<file path="config.mk">
export PLATFORM = sky130hd
export DESIGN_NAME = tensor_zero_pad_stream
export DESIGN_NICKNAME = d
export VERILOG_FILES = /design/src/rtl/tzp_pkg.sv /design/src/rtl/tensor_zero_pad_stream.sv
export SDC_FILE = /design/constraint.sdc
export NUM_CORES = 1
export LEC_CHECK = 0
export ABC_AREA = 1
export BUFFER_PORTS_ARGS = -buffer_cell sky130_fd_sc_hd__clkbuf_2
export CAP_MARGIN = 20
export CORE_ASPECT_RATIO = 2
export CORE_UTILIZATION = 65
export CTS_CLUSTER_DIAMETER = 200
export CTS_CLUSTER_SIZE = 25
export DETAILED_ROUTE_END_ITERATION = 16
export PLACE_DENSITY = 0.84
export SLEW_MARGIN = 10
export SYNTH_ARGS = -nofsm -noshare
export SYNTH_HDL_FRONTEND = slang
export SYNTH_SLANG_ARGS = --single-unit
export TNS_END_PERCENT = 10
</file>
<file path="constraint.sdc">
create_clock -name clock -period 11.7 [get_ports clock]
set_clock_uncertainty 0.2 [all_clocks]
set_input_delay 2.34 -clock clock [delete_from_list [all_inputs] [get_ports clock]]
set_output_delay 2.34 -clock clock [all_outputs]
set_load 0.02 [all_outputs]
</file>
<file path="src/rtl/tzp_pkg.sv">
// shared constants and types for the tensor zero-pad stream
package tzp_pkg;

   // tensor shape limits
   localparam int NUM_DIMS   = 4;
   localparam int MAX_EXTENT = 4096;
   localparam int DIM_SLOTS  = 4;

   // field widths
   localparam int SIZE_W  = 13;
   localparam int PAD_W   = 8;
   localparam int COORD_W = 13;
   localparam int EXT_W   = 14;
   localparam int DATA_W  = 32;
   localparam int CSR_IDX_W  = 4;
   localparam int CSR_DATA_W = 13;
   localparam int DIM_IDX_W  = $clog2(DIM_SLOTS);

   // register map: sizes first, then pads, one slot per dimension
   localparam logic [CSR_IDX_W-1:0] CSR_SIZE_BASE = CSR_IDX_W'(0);
   localparam logic [CSR_IDX_W-1:0] CSR_PAD_BASE  = CSR_IDX_W'(DIM_SLOTS);
   localparam logic [CSR_IDX_W-1:0] CSR_END       = CSR_IDX_W'(2 * DIM_SLOTS);

   // reset values
   localparam logic [SIZE_W-1:0] SIZE_RESET = SIZE_W'(1);
   localparam logic [PAD_W-1:0]  PAD_RESET  = PAD_W'(0);

   typedef logic [SIZE_W-1:0]  size_arr_type  [DIM_SLOTS];
   typedef logic [PAD_W-1:0]   pad_arr_type   [DIM_SLOTS];
   typedef logic [COORD_W-1:0] coord_arr_type [NUM_DIMS];

endpackage

</file>
<file path="src/rtl/tensor_zero_pad_stream.sv">
// tensor zero-pad stream: coordinate walker with one registered result word
// A result word appears in the cycle after its source word is accepted.
// Throughput: one word per cycle unless rsp_stall holds; the counter steps once
// per word; classification and carry over four dimensions are combinational.
// Reset: sizes return to 1, pads to 0, all coordinates to zero, output empty.
// Config writes are taken in every cycle (csr_ready tied high).
module tensor_zero_pad_stream
   import tzp_pkg::*;
(
   input  logic                  clock,
   input  logic                  reset,
   // source words
   input  logic                  req_valid,
   output logic                  req_stall,
   input  logic [DATA_W-1:0]     req_source_value,
   // padded result words
   output logic                  rsp_valid,
   input  logic                  rsp_stall,
   output logic [DATA_W-1:0]     rsp_out_value,
   output logic                  rsp_took_source,
   output logic                  rsp_last_out,
   // configuration writes
   input  logic                  csr_valid,
   output logic                  csr_ready,
   input  logic [CSR_IDX_W-1:0]  csr_index,
   input  logic [CSR_DATA_W-1:0] csr_data
);

   size_arr_type  size_ff;
   pad_arr_type   pad_ff;
   coord_arr_type coord_ff, coord_in;

   logic              rsp_valid_ff, rsp_valid_in;
   logic [DATA_W-1:0] out_value_ff, out_value_in;
   logic              took_ff, took_in;
   logic              last_ff, last_in;

   logic req_accept;
   logic rsp_accept;
   logic border;
   logic last_pos;

   logic [EXT_W-1:0] eff_size [NUM_DIMS];
   logic [EXT_W-1:0] half_pad [NUM_DIMS];
   logic [EXT_W-1:0] extent   [NUM_DIMS];

   // handshake: the output register frees up when its word is taken
   assign rsp_accept = rsp_valid_ff && !rsp_stall;
   assign req_stall  = rsp_valid_ff && rsp_stall;
   assign req_accept = req_valid && !req_stall;
   assign csr_ready  = 1'b1;

   // config registers
   always_ff @(posedge clock) begin
      if (reset) begin
         for (int i = 0; i < DIM_SLOTS; i++) begin
            size_ff[i] <= SIZE_RESET;
            pad_ff[i]  <= PAD_RESET;
         end
      end else if (csr_valid && csr_ready) begin
         priority if (csr_index < CSR_PAD_BASE) begin
            size_ff[csr_index[DIM_IDX_W-1:0]] <= csr_data[SIZE_W-1:0];
         end else if (csr_index < CSR_END) begin
            pad_ff[DIM_IDX_W'(csr_index - CSR_PAD_BASE)] <= csr_data[PAD_W-1:0];
         end else begin
            // unknown index: write dropped
         end
      end
   end

   // per-dimension shape: clamped size, half pad and padded extent
   always_comb begin
      for (int d = 0; d < NUM_DIMS; d++) begin
         if (size_ff[d] == '0) begin
            eff_size[d] = EXT_W'(1);
         end else if (EXT_W'(size_ff[d]) > EXT_W'(MAX_EXTENT)) begin
            eff_size[d] = EXT_W'(MAX_EXTENT);
         end else begin
            eff_size[d] = EXT_W'(size_ff[d]);
         end
         half_pad[d] = EXT_W'(pad_ff[d][PAD_W-1:1]);
         extent[d]   = eff_size[d] + {half_pad[d][EXT_W-2:0], 1'b0};
      end
   end

   // classify the current position and step the counter, innermost first
   always_comb begin
      logic             carry;
      logic [EXT_W-1:0] c;
      logic [EXT_W-1:0] c_next;
      border   = 1'b0;
      last_pos = 1'b1;
      carry    = 1'b1;
      for (int d = NUM_DIMS - 1; d >= 0; d--) begin
         c      = EXT_W'(coord_ff[d]);
         c_next = c + EXT_W'(1);
         if (c < half_pad[d] || c >= half_pad[d] + eff_size[d]) begin
            border = 1'b1;
         end
         if (c < extent[d] - EXT_W'(1)) begin
            last_pos = 1'b0;
         end
         coord_in[d] = coord_ff[d];
         if (carry && req_accept) begin
            if (c_next >= extent[d]) begin
               coord_in[d] = '0;
            end else begin
               coord_in[d] = c_next[COORD_W-1:0];
               carry       = 1'b0;
            end
         end
      end
   end

   // result word
   always_comb begin
      rsp_valid_in = rsp_valid_ff;
      out_value_in = out_value_ff;
      took_in      = took_ff;
      last_in      = last_ff;
      if (req_accept) begin
         rsp_valid_in = 1'b1;
         out_value_in = border ? '0 : req_source_value;
         took_in      = !border;
         last_in      = last_pos;
      end else if (rsp_accept) begin
         rsp_valid_in = 1'b0;
      end
   end

   // control state
   always_ff @(posedge clock) begin
      if (reset) begin
         rsp_valid_ff <= 1'b0;
         for (int d = 0; d < NUM_DIMS; d++) begin
            coord_ff[d] <= '0;
         end
      end else begin
         rsp_valid_ff <= rsp_valid_in;
         coord_ff     <= coord_in;
      end
   end

   // payload
   always_ff @(posedge clock) begin
      out_value_ff <= out_value_in;
      took_ff      <= took_in;
      last_ff      <= last_in;
   end

   assign rsp_valid       = rsp_valid_ff;
   assign rsp_out_value   = out_value_ff;
   assign rsp_took_source = took_ff;
   assign rsp_last_out    = last_ff;

   // a border word carries zero
   a_border_zero: assert property (@(posedge clock) disable iff (reset)
      (rsp_valid_ff && !took_ff) |-> (out_value_ff == '0))
      else $error("border word with nonzero value");

   // an accepted word always lands in the output register
   a_accept_fills: assert property (@(posedge clock) disable iff (reset)
      req_accept |=> rsp_valid_ff)
      else $error("accepted word lost");

   // the final position wraps the outermost and innermost coordinates to zero
   a_last_wraps: assert property (@(posedge clock) disable iff (reset)
      (req_accept && last_pos) |=> (coord_ff[0] == '0 && coord_ff[NUM_DIMS-1] == '0))
      else $error("coordinates did not wrap after last position");

   // no accept means the innermost coordinate holds
   a_coord_hold: assert property (@(posedge clock) disable iff (reset)
      !req_accept |=> (coord_ff[NUM_DIMS-1] == $past(coord_ff[NUM_DIMS-1])))
      else $error("counter moved without an accepted word");

endmodule

</file>
Word-level counts from Yosys, hierarchy flattened
Memories as Yosys holds them, arrays and structs flattened.
Cells that the tools add are included.
{"block": "op_classes", "n_lt_le_gt_ge": 22, "n_reduce_logical": 21, "muxes": 42, "addsub": 17}
{"cell": "two-way mux 13 bit", "count": 13}
{"cell": "adder 13 x 1 -> 14 bit (second input constant)", "count": 4}
{"cell": "adder 14 x 8 -> 14 bit", "count": 4}
{"cell": "adder 7 x 14 -> 14 bit", "count": 4}
{"cell": "greater-or-equal comparator 13 x 14 -> 1 bit", "count": 4}
{"cell": "greater-or-equal comparator 14 bit", "count": 4}
{"cell": "< comparator 13 x 14 -> 1 bit", "count": 4}
{"cell": "subtractor 14 x 1 -> 14 bit (second input constant)", "count": 4}
{"cell": "greater-than comparator 13 bit (second input constant)", "count": 4}
{"cell": "zero test 13 bit", "count": 4}
{"cell": "< comparator 13 x 7 -> 1 bit", "count": 4}
{"cell": "two-way mux 1 bit", "count": 26}
{"cell": "OR reduction 13 bit", "count": 1}
{"cell": "two-way mux 8 bit", "count": 1}
{"cell": "OR reduction 8 bit", "count": 1}
{"cell": "logical AND 1 bit", "count": 6}
{"cell": "logical OR 1 bit", "count": 4}
{"cell": "< comparator 4 x 3 -> 1 bit (second input constant)", "count": 1}
{"cell": "< comparator 4 bit (second input constant)", "count": 1}
{"cell": "two-way mux 2 bit", "count": 2}
{"cell": "zero test 1 bit", "count": 3}
{"cell": "OR reduction 3 bit", "count": 1}
{"cell": "nonzero test 2 bit", "count": 1}
{"cell": "subtractor 2 x 1 -> 2 bit (second input constant)", "count": 1}
{"block": "totals", "n_memories": 2, "mem_bits_rw": 84, "ff_bits": 87, "inputBits": 54, "word_cells": 112, "out_inout_bits": 37}
{"name": "size_ff", "words": 4, "width": 13, "read_ports": 4, "rd_ports_with_merged_regs": 0, "write_ports": 4, "line_no": "tensor_zero_pad_stream.sv:29", "text": "size_arr_type size_ff;"}
{"name": "pad_ff", "words": 4, "width": 8, "read_ports": 4, "rd_ports_with_merged_regs": 0, "write_ports": 4, "line_no": "tensor_zero_pad_stream.sv:30", "text": "pad_arr_type pad_ff;"}

Logic depth before layout (Yosys ltp)
Gate-level depths: netlist of run 1.
An unclocked memory read counts as a cell.
{"block": "depth", "depth_word": 13, "ltp_mapped": 35, "depth_no_buf": 35}

Worst setup path after synthesis of run 1
No wires, ideal clock.
{"block": "synth_path", "kind": "input-to-reg", "start": "input rsp_stall", "end": "register coord_ff[17] in the netlist's numbering", "setup_slack_ns": 6.178, "path_buffers": 1, "arrival_time_ns": 5.205, "cell_stages": 9, "required_ns": 11.383, "setup_time_ns": 0.117, "cell_sequence": "nand2_1 > inv_1 > nor2_1 > nand2_1 > inv_1 > nand2_2 > nand2_1 > buf_2 > nor2_1"}
{"block": "synth_between", "elab_chain_cells": 5}
{"element": "start, declared", "line_no": "tensor_zero_pad_stream.sv:18", "text": "input logic rsp_stall,"}
{"element": "logical AND 1 bit (*)", "line_no": "tensor_zero_pad_stream.sv:49", "text": "assign req_stall = rsp_valid_ff && rsp_stall;"}
{"element": "net req_stall", "line_no": "tensor_zero_pad_stream.sv:14", "text": "output logic req_stall,"}
{"element": "zero test 1 bit (*)", "line_no": "tensor_zero_pad_stream.sv:50", "text": "assign req_accept = req_valid && !req_stall;"}
{"element": "logical AND 1 bit (*)", "line_no": "tensor_zero_pad_stream.sv:50"}
{"element": "net req_accept", "line_no": "tensor_zero_pad_stream.sv:38", "text": "logic req_accept;"}
{"element": "two-way mux 1 bit", "line_no": "tensor_zero_pad_stream.sv:104", "text": "if (carry && req_accept) begin"}
{"element": "logical AND 1 bit (*)", "line_no": "tensor_zero_pad_stream.sv:104"}
{"element": "end signal, assigned", "line_no": "tensor_zero_pad_stream.sv:140", "text": "coord_ff <= coord_in;"}
{"element": "end, declared", "line_no": "tensor_zero_pad_stream.sv:31", "text": "coord_arr_type coord_ff, coord_in;"}
The timed path passes the listed nets; every way through them passes the cells marked *.
A chain may end at the register's enable or synchronous reset.

==> results.sh, run 1 <==
export IMPL_status="completed"
export IMPL_max_slew_worst_pin_slew_ns=1.087
export IMPL_clockRootBuffer="clkbuf_16"
export IMPL_critical_path_reg2reg_startpoint="size_ff[3][8]"
export IMPL_worst_hold_class="reg -> reg"
export IMPL_gr_total_overflow=0
export IMPL_antenna_found_initial=0
export IMPL_top_level_ports=91
export IMPL_worst_endpoint_required_ns=11.84
export IMPL_setup_viol=0
export IMPL_timing_final_hold_violations=0
export IMPL_post_synth_instance_area_sq_um=15620
export IMPL_core_rowCount=79
export IMPL_cts_hold_buffers=0
export IMPL_max_freq_mhz=156.7
export IMPL_ctsHtreeMaxLevel=4
export IMPL_worstSkewPairLatency_ns=0.46
export IMPL_synth_seq_area_share_pct=28.71
export IMPL_ys_async_sr_fraction_pct=0
export IMPL_r2r_cells=27
export IMPL_max_cap_viol_count=0
export IMPL_synth_largest_area_cell="edfxtp_1"
export IMPL_most_frequent_standard_cell_in_the_layout_excluding_fill_and_tap_cells="nand2_1"
export IMPL_clock_tree_buffer_depth=2
export IMPL_core_area_sq_um=23430
export IMPL_power_ir_vdd_worst_mv=0.1996
export IMPL_leakage_nw=8.758
export IMPL_max_slew_margin_pct=26.73
export IMPL_criticalPathCategory="reg -> reg"
export IMPL_synth_top_area_share_pct=21.92
export IMPL_num_nets_final=2490
export IMPL_route_detailed_wl_per_inst_microns=16.80
export IMPL_netlist_instances=2104
export IMPL_post_cts_resize_count=0
export IMPL_hold_crit_depth=2
export IMPL_drc=0
export IMPL_fillCellCount=1892
export IMPL_number_of_flip_flops_and_latches_in_the_synthesized_netlist=167
export IMPL_die_h_microns=221.2
export IMPL_grt_use_total_pct=34.90
export IMPL_post_route_min_period_ns=6.380
export IMPL_routabilityCongestion=0.9395
export IMPL_cts_inserted_buffers=17
export IMPL_ys_warn_count=0
export IMPL_die_width_microns=111.6
export IMPL_timing_critical_path_from_type="flip-flop"
export IMPL_fraction_of_layout_cells_with_a_size_suffix_above_1_pct=7.522
export IMPL_post_dp_cell_area_sq_um=16340
export IMPL_avgSynthCellArea_sq_um=7.423
export IMPL_setup_tns_final_ns=0
export IMPL_dr_total_vias=14410
export IMPL_yosys_top_cells_area="edfxtp_1 (22%), ha_1 (19%), nand2_1 (8.8%)"
export IMPL_total_number_of_clock_tree_sinks=167
export IMPL_synth_cell_types=58
export IMPL_global_route_wire_length_before_repair_mm=67.12
export IMPL_synthFlopType="edfxtp_1"
export IMPL_layout_area_overhead_vs_synth_pct=8.532
export IMPL_r2r_setup_slack_ns=5.32
export IMPL_crit_fanout=23
export IMPL_drv_slew=0
export IMPL_viasPerCell=5.785
export IMPL_port_buffer_count=89
export IMPL_holdPathEnd="rsp_valid"
export IMPL_end_kind="flip-flop"
export IMPL_num_antenna_cells=0
export IMPL_worst_hold_startpoint="rsp_valid"
export IMPL_post_cts_setup_buffers=0
export IMPL_power_per_cell_area_nw_per_um2=97.43
export IMPL_crit_reg2reg_capture="coord_ff[27]"
export IMPL_detailed_router_s_first_iteration_violation_count=929
export IMPL_grt_setup_unrepaired="no"
export IMPL_most_common_layout_cells="nand2_1 (366), inv_1 (345), nor2_1 (336)"
export IMPL_cp_data_arrival_time_ns=6.52
export IMPL_dp_final_hpwl_mm=33.92
export IMPL_synth_edf_count=114
export IMPL_drt_total_wl_mm=41.84
export IMPL_final_area_sq_um=16950
export IMPL_drtPass1Iterations=8
export IMPL_antenna_violating_nets_post_route=0
export IMPL_path_clk_slew_ns=0.07
export IMPL_first_global_vias=14480
export IMPL_grt_max_degree=37
export IMPL_finalCritPeriodShare_pct=54.53
export IMPL_cts_tree="built"
export IMPL_initial_utilization_pct=66.67
export IMPL_floorplan_die_area_sq_um=24690
[per-layer routing]
metal	vias to the layer above	part of all wire [%]	global-route usage (%)	wire [microns]
met5	-	0	0	0
met4	0	8.7	28.99	3640
met2	504	53	66.69	22290
met3	215	5.0	6.738	2078
li1	7064	-	-	-
met1	6622	33	30.66	13830
[how the worst max path moves through the flow]
stage	start	to	slack (ns)	cells past startpoint
floorplan	rsp_stall	coord_ff[17]	6.18	9
global placement	size_ff[3][8]	coord_ff[27]	5.55	27
detailed placement	size_ff[3][8]	coord_ff[27]	5.39	27
CTS	size_ff[3][8]	coord_ff[27]	5.37	27
global route	size_ff[3][8]	coord_ff[35]	4.76	27
finish	size_ff[3][8]	coord_ff[27]	5.32	27
[worst max-delay path, stage by stage, from the launching register on]
cell      delay [ns]
edfxtp_1        0.43
nor4_1          0.32
nand2_1         0.11
nand2_1         0.15
inv_1           0.15
nor2_1          0.25
ha_1            0.22
inv_1           0.06
fa_1            0.40
o21ai_0         0.29
a21oi_1         0.11
o21bai_1        0.20
a21oi_1         0.09
nor2_1          0.16
nand2_1         0.08
xor2_1          0.19
ha_1            0.34
nand2_1         0.07
a21oi_1         0.11
nor2_1          0.05
o211ai_1        0.33
nand2_1         0.51
inv_1           0.39
nand2_2         0.27
nand2_1         0.46
inv_1           0.15
nand2_1         0.09
nand2_1         0.05
[registers in the layout (all words and copies together), names as in the netlist]
name	flops
coord_ff	52
pad_ff	28
rsp_last_out	1
rsp_out_value	32
rsp_took_source	1
rsp_valid	1
size_ff	52
[per-stage QoR]
stage	std cells	setup slack [ns]	total power, mW	utilization (%)	hold WS (ns)
after detailed placement	2457	5.394	1.083	69.75	0.2918
after floorplan	2108	6.178	0.9775	-	0.2846
final	2490	5.320	1.652	72.35	0.2993
after CTS	2489	5.373	1.653	72.33	0.3022
after global placement	2457	5.545	1.068	69.75	0.2675
after global routing	2490	4.757	1.730	72.35	0.3418
[final cells by class]
class	count	area [sq um]	area share (%)
multi-input cells	1565	9724	57.37
flip-flops and latches	167	4484	26.46
inverters	351	1318	7.773
repair buffers	92	465.4	2.746
clock buffers	17	425.4	2.510
well taps	283	354.1	2.089
clock inverters	15	178.9	1.056
[report_power, final]
group	internal, mW	leakage [nW]	switching, mW
Clock	0.306	0.294	0.269
Sequential	0.653	1.54	0.0168
Combinational	0.142	6.93	0.264
[synthesized netlist by cell type, types with 5 or more instances]
| cell type | n |
|---|---|
| nor2_1 | 337 |
| xor2_1 | 108 |
| inv_2 | 5 |
| a211oi_1 | 7 |
| nand3_1 | 105 |
| a21o_1 | 5 |
| nor4_1 | 13 |
| a21boi_0 | 5 |
| ha_1 | 236 |
| o21bai_1 | 9 |
| a21oi_1 | 113 |
| dfxtp_1 | 53 |
| clkbuf_1 | 17 |
| o211ai_1 | 11 |
| edfxtp_1 | 114 |
| inv_1 | 345 |
| xnor2_1 | 25 |
| nand2_2 | 12 |
| a22oi_1 | 5 |
| nand2_1 | 366 |
| fa_1 | 6 |
| o21a_1 | 7 |
| nand3b_1 | 5 |
| o21ai_0 | 53 |
| nor3_1 | 55 |
| nand4_1 | 28 |
[kinds of logic after synthesis]
logic type / after synthesis / synth area share [%]
fa+ha+maj: 242 / 19.68
xor+xnor: 137 / 7.875
other cells: 1 / 0.02401
flops: 167 / 28.71
buf+inv: 376 / 9.165
simple gates: 945 / 25.71
compound gates: 236 / 8.837
(Power assumes the default switching activity.)
==> inputs of run 2 (changes only) <==
CORE_UTILIZATION = 57   (was 65)
PLACE_DENSITY = 0.78   (was 0.84)
clock period = 5.2 ns   (was 11.7 ns; I/O delays follow)
==> run 2 against run 1 <==
Worst setup slack worse by 5.2 ns. Count of clock-buffer cells in the layout is 6 higher. Final cell count is 4.6% higher. Power is 130% higher. Critical path depth is 4 higher. Largest power group unchanged. Highest routed layer unchanged.
==> results.sh, run 2 (synthesis results as in run 1) <==
export IMPL_antenna_violating_nets_post_route=0
export IMPL_layout_area_overhead_vs_synth_pct=13.98
export IMPL_dr_max_layer_used="met4"
export IMPL_m1WireLength_mm=14.08
export IMPL_die_width_microns=119.0
export IMPL_end_kind="flip-flop"
export IMPL_status="completed"
export IMPL_timing_final_hold_violations=0
export IMPL_critical_path_max_stage_delay_ns=0.36
export IMPL_total_number_of_clock_tree_sinks=167
export IMPL_p_total_mw=3.786
export IMPL_core_area_sq_um=26910
export IMPL_drc=0
export IMPL_fraction_of_layout_cells_with_a_size_suffix_above_1_pct=13.56
export IMPL_routabilityCongestion=0.9367
export IMPL_ctsHtreeMaxLevel=4
export IMPL_power_per_cell_area_nw_per_um2=212.7
export IMPL_timing_critical_path_from_type="flip-flop"
export IMPL_post_route_min_period_ns=5.052
export IMPL_max_slew_worst_pin_slew_ns=1.037
export IMPL_most_frequent_standard_cell_in_the_layout_excluding_fill_and_tap_cells="nand2_1"
export IMPL_critPathMostFrequentCell="nand2_1"
export IMPL_crit_fanout=16
export IMPL_global_route_wire_length_before_repair_mm=67.72
export IMPL_antenna_found_initial=0
export IMPL_clockRootBuffer="clkbuf_16"
export IMPL_viasPerCell=5.570
export IMPL_max_freq_mhz=197.9
export IMPL_worst_endpoint_required_ns=5.31
export IMPL_power_ir_vdd_worst_mv=0.2880
export IMPL_die_h_microns=236.1
export IMPL_setup_viol=0
export IMPL_num_nets_final=2540
export IMPL_cts_inserted_buffers=17
export IMPL_core_rowCount=85
export IMPL_cts_tree="built"
export IMPL_drv_slew=0
export IMPL_wl_met2_mm=23.23
export IMPL_worstSkewPairLatency_ns=0.46
export IMPL_floorplan_die_area_sq_um=28110
export IMPL_dp_final_hpwl_mm=34.09
export IMPL_top_level_ports=91
export IMPL_path_clk_slew_ns=0.07
export IMPL_route_detailed_wl_per_inst_microns=16.60
export IMPL_critPathSlowestCell="edfxtp_1"
export IMPL_grt_max_degree=37
export IMPL_detailed_router_s_first_iteration_violation_count=763
export IMPL_drtPass1Iterations=5
export IMPL_grt_use_total_pct=30.82
export IMPL_cp_data_arrival_time_ns=5.17
export IMPL_max_slew_margin_pct=30.14
export IMPL_criticalPathCategory="reg -> reg"
export IMPL_max_cap_viol_count=0
export IMPL_finalCritPeriodShare_pct=97.16
export IMPL_worst_hold_class="reg -> reg"
export IMPL_first_global_vias=14720
export IMPL_num_antenna_cells=0
export IMPL_most_common_layout_cells="nand2_1 (358), inv_1 (331), nor2_1 (307)"
export IMPL_wl_met3_mm=1.896
export IMPL_gr_total_overflow=0
export IMPL_leakage_nw=9.049
export IMPL_grt_setup_unrepaired="yes"
export IMPL_area_sequential_sq_um=4484
export IMPL_multi_input_comb_area_sq_um=10100
export IMPL_dr_total_vias=14510
export IMPL_clock_tree_buffer_depth=2
export IMPL_port_buffer_count=89
export IMPL_drt_total_wl_mm=43.24
export IMPL_initial_utilization_pct=58.04
export IMPL_fillCellCount=2332
export IMPL_postLayoutCoreUtil_pct=66.16
==> run 2: what timing repair did <==
| item | in CTS | in global routing |
|---|---|---|
| resized for setup | 6 | 120 |
| pin swaps | 0 | 24 |
| cloned | 0 | 3 |
| setup endpoints to repair | 5 | 86 |
| hold buffers | 0 | 0 |
| setup buffers | 0 | 17 |
==> run 2: critical path, delay by kind of cell (launching register included) <==
kind	cells	cell delay (ns)
flip-flops	1	0.36
buffers and inverters	7	0.93
AO/OA/AOI/OAI	6	1.10
AND/OR/NAND/NOR	15	1.52
adder cells (fa/ha/maj)	3	0.78
==> run 2: power by group <==
group / total (mW) / leakage (nW) / switching [mW] / internal [mW]
Clock: 1.28 / 0.285 / 0.571 / 0.707
Sequential: 1.51 / 1.54 / 0.0397 / 1.47
Combinational: 0.998 / 7.23 / 0.629 / 0.369
Total: 3.79 / 9.05 / 1.24 / 2.55
==> run 2: layer usage <==
layer	global-route usage (%)	vias up
met3	4.376	220
li1	-	7147
met2	57.95	464
met1	27.37	6679
met5	0	-
met4	28.88	0
==> run 2: final cells by class <==
class | count | area share [%]
clock buffer | 23 | 2.699
clock inverter | 9 | 0.5061
inverter | 351 | 7.423
multi-input combinational | 1566 | 56.74
sequential | 167 | 25.19
tap | 348 | 2.446
timing repair buffer | 141 | 4.991
==> run 2: path summary, 6_finish.rpt <==
path	start	to	slack [ns]	cells past startpoint
setup / recovery	size_ff[3][5]	rsp_out_value[1]	0.15	31
hold / removal	rsp_valid	rsp_valid	0.28	2
setup reg to reg	size_ff[3][5]	rsp_out_value[1]	0.15	31
hold reg to reg	rsp_valid	rsp_valid	0.28	2
==> run 2: stage by stage <==
stage / instances / cell area (sq um) / setup WS (ns) / hold slack [ns] / TNS (ns)
floorplan: 2108 / 15630 / 0.4365 / 0.2846 / 0
global placement: 2553 / 16670 / 0.05633 / 0.2764 / 0
detailed placement: 2553 / 16670 / -0.1054 / 0.2741 / -0.1054
CTS: 2585 / 17260 / 0.002844 / 0.2845 / 0
global route: 2605 / 17800 / -0.1875 / 0.3121 / -6.110
finish: 2605 / 17800 / 0.1477 / 0.2819 / 0
==> inputs of run 3 (changes only) <==
ABC_AREA = not set   (was 1)
==> run 3 against run 2 <==
The flow now finishes with violations (setup timing). Clock power about the same. Count of clock-buffer cells in the layout decreased by 6. Register-to-register slack got worse by 0.38 ns. Final cell count decreased by 12%. Maximum frequency decreased by 7.1%.
==> results.sh, run 3 <==
export IMPL_status="finished with violations"
export IMPL_failed_checks="setup timing"
export IMPL_post_route_min_period_ns=5.436
export IMPL_post_dp_cell_area_sq_um=17120
export IMPL_cts_tree="built"
export IMPL_ys_async_sr_fraction_pct=0
export IMPL_crit_reg2reg_capture="rsp_out_value[29]"
export IMPL_clock_tree_buffer_depth=2
export IMPL_worstPathBufferInverterCount=4
export IMPL_synth_cell_types=87
export IMPL_cell_family_contributing_the_most_delay_on_the_critical_path="simple AND/OR/NAND/NOR gates"
export IMPL_setup_viol=33
export IMPL_ctsHtreeMaxLevel=4
export IMPL_floorplan_die_area_sq_um=28360
export IMPL_top_level_ports=91
export IMPL_timing_critical_path_from_type="flip-flop"
export IMPL_cp_data_arrival_time_ns=5.55
export IMPL_cts_inserted_buffers=17
export IMPL_leakage_nw=8.414
export IMPL_critical_path_cell_chain="nor4_2, a41oi_1, nor2_2, ha_2, inv_2, fa_2, nor2b_2, o21ai_2, a21oi_2, o22ai_2, a21boi_2, o21ai_2, a21boi_2, buf_4, a31oi_1, ha_1, nor4_2, nand4_1, a221oi_2, nand4_1, or4_4, buf_12, buf_16, nor2_1"
export IMPL_drtPass1Iterations=7
export IMPL_critical_path_reg2reg_startpoint="size_ff[2][9]"
export IMPL_post_synth_instance_area_sq_um=15760
export IMPL_grt_setup_unrepaired="yes"
export IMPL_r2r_cells=24
export IMPL_synthAdderAreaFrac_pct=19.94
export IMPL_worst_hold_startpoint="coord_ff[26]"
export IMPL_criticalPathCategory="reg -> reg"
export IMPL_final_area_sq_um=18450
export IMPL_critPathSlowestCell="or4_4"
export IMPL_pwr_share_clk_pct=33.1
export IMPL_power_combinational_fraction_pct=27.2
export IMPL_synth_mux_area_fraction_pct=0.6113
export IMPL_number_of_flip_flops_and_latches_in_the_synthesized_netlist=167
export IMPL_p_total_mw=3.820
export IMPL_power_per_cell_area_nw_per_um2=207.0
export IMPL_worstSkewPairLatency_ns=0.47
export IMPL_core_rowCount=85
export IMPL_max_cap_viol_count=0
export IMPL_antenna_violating_nets_post_route=0
export IMPL_post_route_worst_setup_slack_ns=-0.2364
export IMPL_power_ir_vdd_worst_mv=0.2416
export IMPL_holdPathEnd="coord_ff[26]"
export IMPL_area_sequential_sq_um=4484
export IMPL_synth_edf_count=114
export IMPL_power_sequential_fraction_pct=39.8
export IMPL_first_global_vias=14070
export IMPL_worst_endpoint_required_ns=5.32
export IMPL_postLayoutCoreUtil_pct=68.31
export IMPL_antenna_found_initial=1
export IMPL_dr_total_vias=14220
export IMPL_initial_utilization_pct=58.34
export IMPL_grt_max_degree=46
export IMPL_die_width_microns=119.6
export IMPL_global_route_wire_length_before_repair_mm=69.84
export IMPL_internal_power_mw=2.552
export IMPL_core_area_sq_um=27010
export IMPL_max_slew_margin_pct=35.33
export IMPL_synthMostInstantiatedCell="ha_1"
export IMPL_drt_total_wl_mm=44.87
export IMPL_most_frequent_standard_cell_in_the_layout_excluding_fill_and_tap_cells="ha_1"
export IMPL_list_of_most_frequent_post_synthesis_cells="ha_1 (236), nor2_1 (125), edfxtp_1 (114)"
export IMPL_max_freq_mhz=183.9
export IMPL_num_antenna_cells=0
export IMPL_ys_warn_count=0
export IMPL_netlist_instances=1774
export IMPL_drc=0
export IMPL_switching_share_pct=33.20
export IMPL_total_number_of_clock_tree_sinks=167
export IMPL_num_nets_final=2239
export IMPL_yosys_area_share_xor_xnor_pct=9.614
export IMPL_r2r_setup_slack_ns=-0.24
export IMPL_gr_total_overflow=0
export IMPL_synth_compound_area_share_pct=15.98
export IMPL_fillCellCount=2085
export IMPL_drv_slew=0
export IMPL_route_detailed_wl_per_inst_microns=19.48
export IMPL_end_kind="flip-flop"
export IMPL_layout_area_overhead_vs_synth_pct=17.09
export IMPL_synth_top_family_by_area="simple AND/OR/NAND/NOR gates"
export IMPL_grt_use_total_pct=31.60
export IMPL_finalCritPeriodShare_pct=104.5
export IMPL_crit_fanout=8
export IMPL_p_switching_mw=1.268
export IMPL_max_slew_worst_pin_slew_ns=0.9575
export IMPL_fraction_of_layout_cells_with_a_size_suffix_above_1_pct=17.59
export IMPL_port_buffer_count=89
export IMPL_routabilityCongestion=1.001
export IMPL_dp_final_hpwl_mm=34.29
export IMPL_synth_largest_area_cell="edfxtp_1"
export IMPL_yosys_top_cells_area="edfxtp_1 (22%), ha_1 (19%), dfxtp_1 (6.7%)"
export IMPL_timing_final_hold_violations=0
export IMPL_synth_seq_area_share_pct=28.45
export IMPL_synth_top_area_share_pct=21.72
export IMPL_most_common_layout_cells="ha_1 (232), edfxtp_1 (114), nand2_1 (112)"
export IMPL_multi_input_comb_area_sq_um=11150
export IMPL_die_h_microns=237.2
export IMPL_detailed_router_s_first_iteration_violation_count=716
export IMPL_worst_hold_class="reg -> reg"
export IMPL_cts_hold_buffers=0
export IMPL_viasPerCell=6.171
export IMPL_avgSynthCellArea_sq_um=8.884
export IMPL_synthFlopType="edfxtp_1"
export IMPL_yosys_area_share_simple_pct=21.40
export IMPL_clockRootBuffer="clkbuf_16"
export IMPL_hold_crit_depth=2
export IMPL_critical_path_max_stage_delay_ns=0.63
export IMPL_path_clk_slew_ns=0.07
[run 3: cell types whose count changed after synthesis, moves of 29 or more]
cell / before / now
xor2_1: 108 / 67
nor2b_1: 0 / 50
a21oi_1: 113 / 84
nand3_1: 105 / 58
and2_1: 4 / 82
nand2b_1: 0 / 32
nor2_1: 337 / 125
a21o_1: 5 / 68
nand2_1: 366 / 112
inv_1: 345 / 109
and3_1: 1 / 42
xnor2_1: 25 / 106
[run 3: logic make-up after synthesis]
logic type,after synthesis
compound gates,377
other cells,1
xor+xnor,173
simple gates,638
flops,167
mux,9
fa+ha+maj,249
buf+inv,160
[run 3: worst min-delay path: stages (launching register included)]
cell	delay [ns]
dfxtp_1	0.38
nand2_1	0.09
a21oi_1	0.06
[run 3: power by group through the flow]
stage	Sequential [mW]	Combinational (mW)	Clock [mW]
2_1_floorplan	1.55	0.669	0
3_3_place_gp	1.54	0.939	0
3_5_place_dp	1.54	0.975	0
4_1_cts	1.51	0.996	1.27
5_1_grt	1.52	1.14	1.32
6_report	1.52	1.04	1.26
[run 3: timing repair]
item                                   4_1_cts  5_1_grt
setup endpoints to repair                   55       79
cloned                                       3        1
buffers inserted                            14        8
resized for setup                           27       91
pin swaps                                    9       44
endpoints found under the hold margin        0        0
[run 3: layout make-up]
type                    instances  share of cell area [%]
inverters                     110                   2.237
repair buffers                196                   7.499
well taps                     348                   2.359
clock inverters                15                  0.8543
flip-flops and latches        167                   24.30
multi-input cells            1451                   60.44
clock buffers                  17                   2.305
[run 3: stage by stage]
step           setup TNS [ns]  setup slack [ns]  cells  hold slack (ns)
2_1_floorplan               0          0.005329   1778           0.2974
3_3_place_gp           -5.760           -0.2535   2247           0.3387
3_5_place_dp           -9.005           -0.3447   2248           0.3505
4_1_cts                -1.610          -0.07017   2296           0.3632
5_1_grt                -13.17           -0.4552   2304           0.4030
6_report               -5.802           -0.2364   2304           0.3744
[run 3: how the worst max path moves through the flow]
stage | start | endpoint | slack, ns | cells after the start
floorplan | size_ff[1][8] | rsp_out_value[25] | 0.005 | 25
global placement | size_ff[2][5] | rsp_out_value[22] | -0.25 | 24
detailed placement | size_ff[2][5] | rsp_out_value[22] | -0.34 | 24
CTS | size_ff[2][5] | rsp_out_value[9] | -0.07 | 23
global route | size_ff[2][9] | rsp_out_value[29] | -0.46 | 24
finish | size_ff[2][9] | rsp_out_value[29] | -0.24 | 24
[run 3: layer usage]
layer	vias up	global-route usage [%]	part of all wire, %
met2	533	58.24	52
li1	6729	-	-
met5	-	0	0.029
met1	6735	30.51	34
met3	218	5.374	5.3
met4	2	24.77	8.4
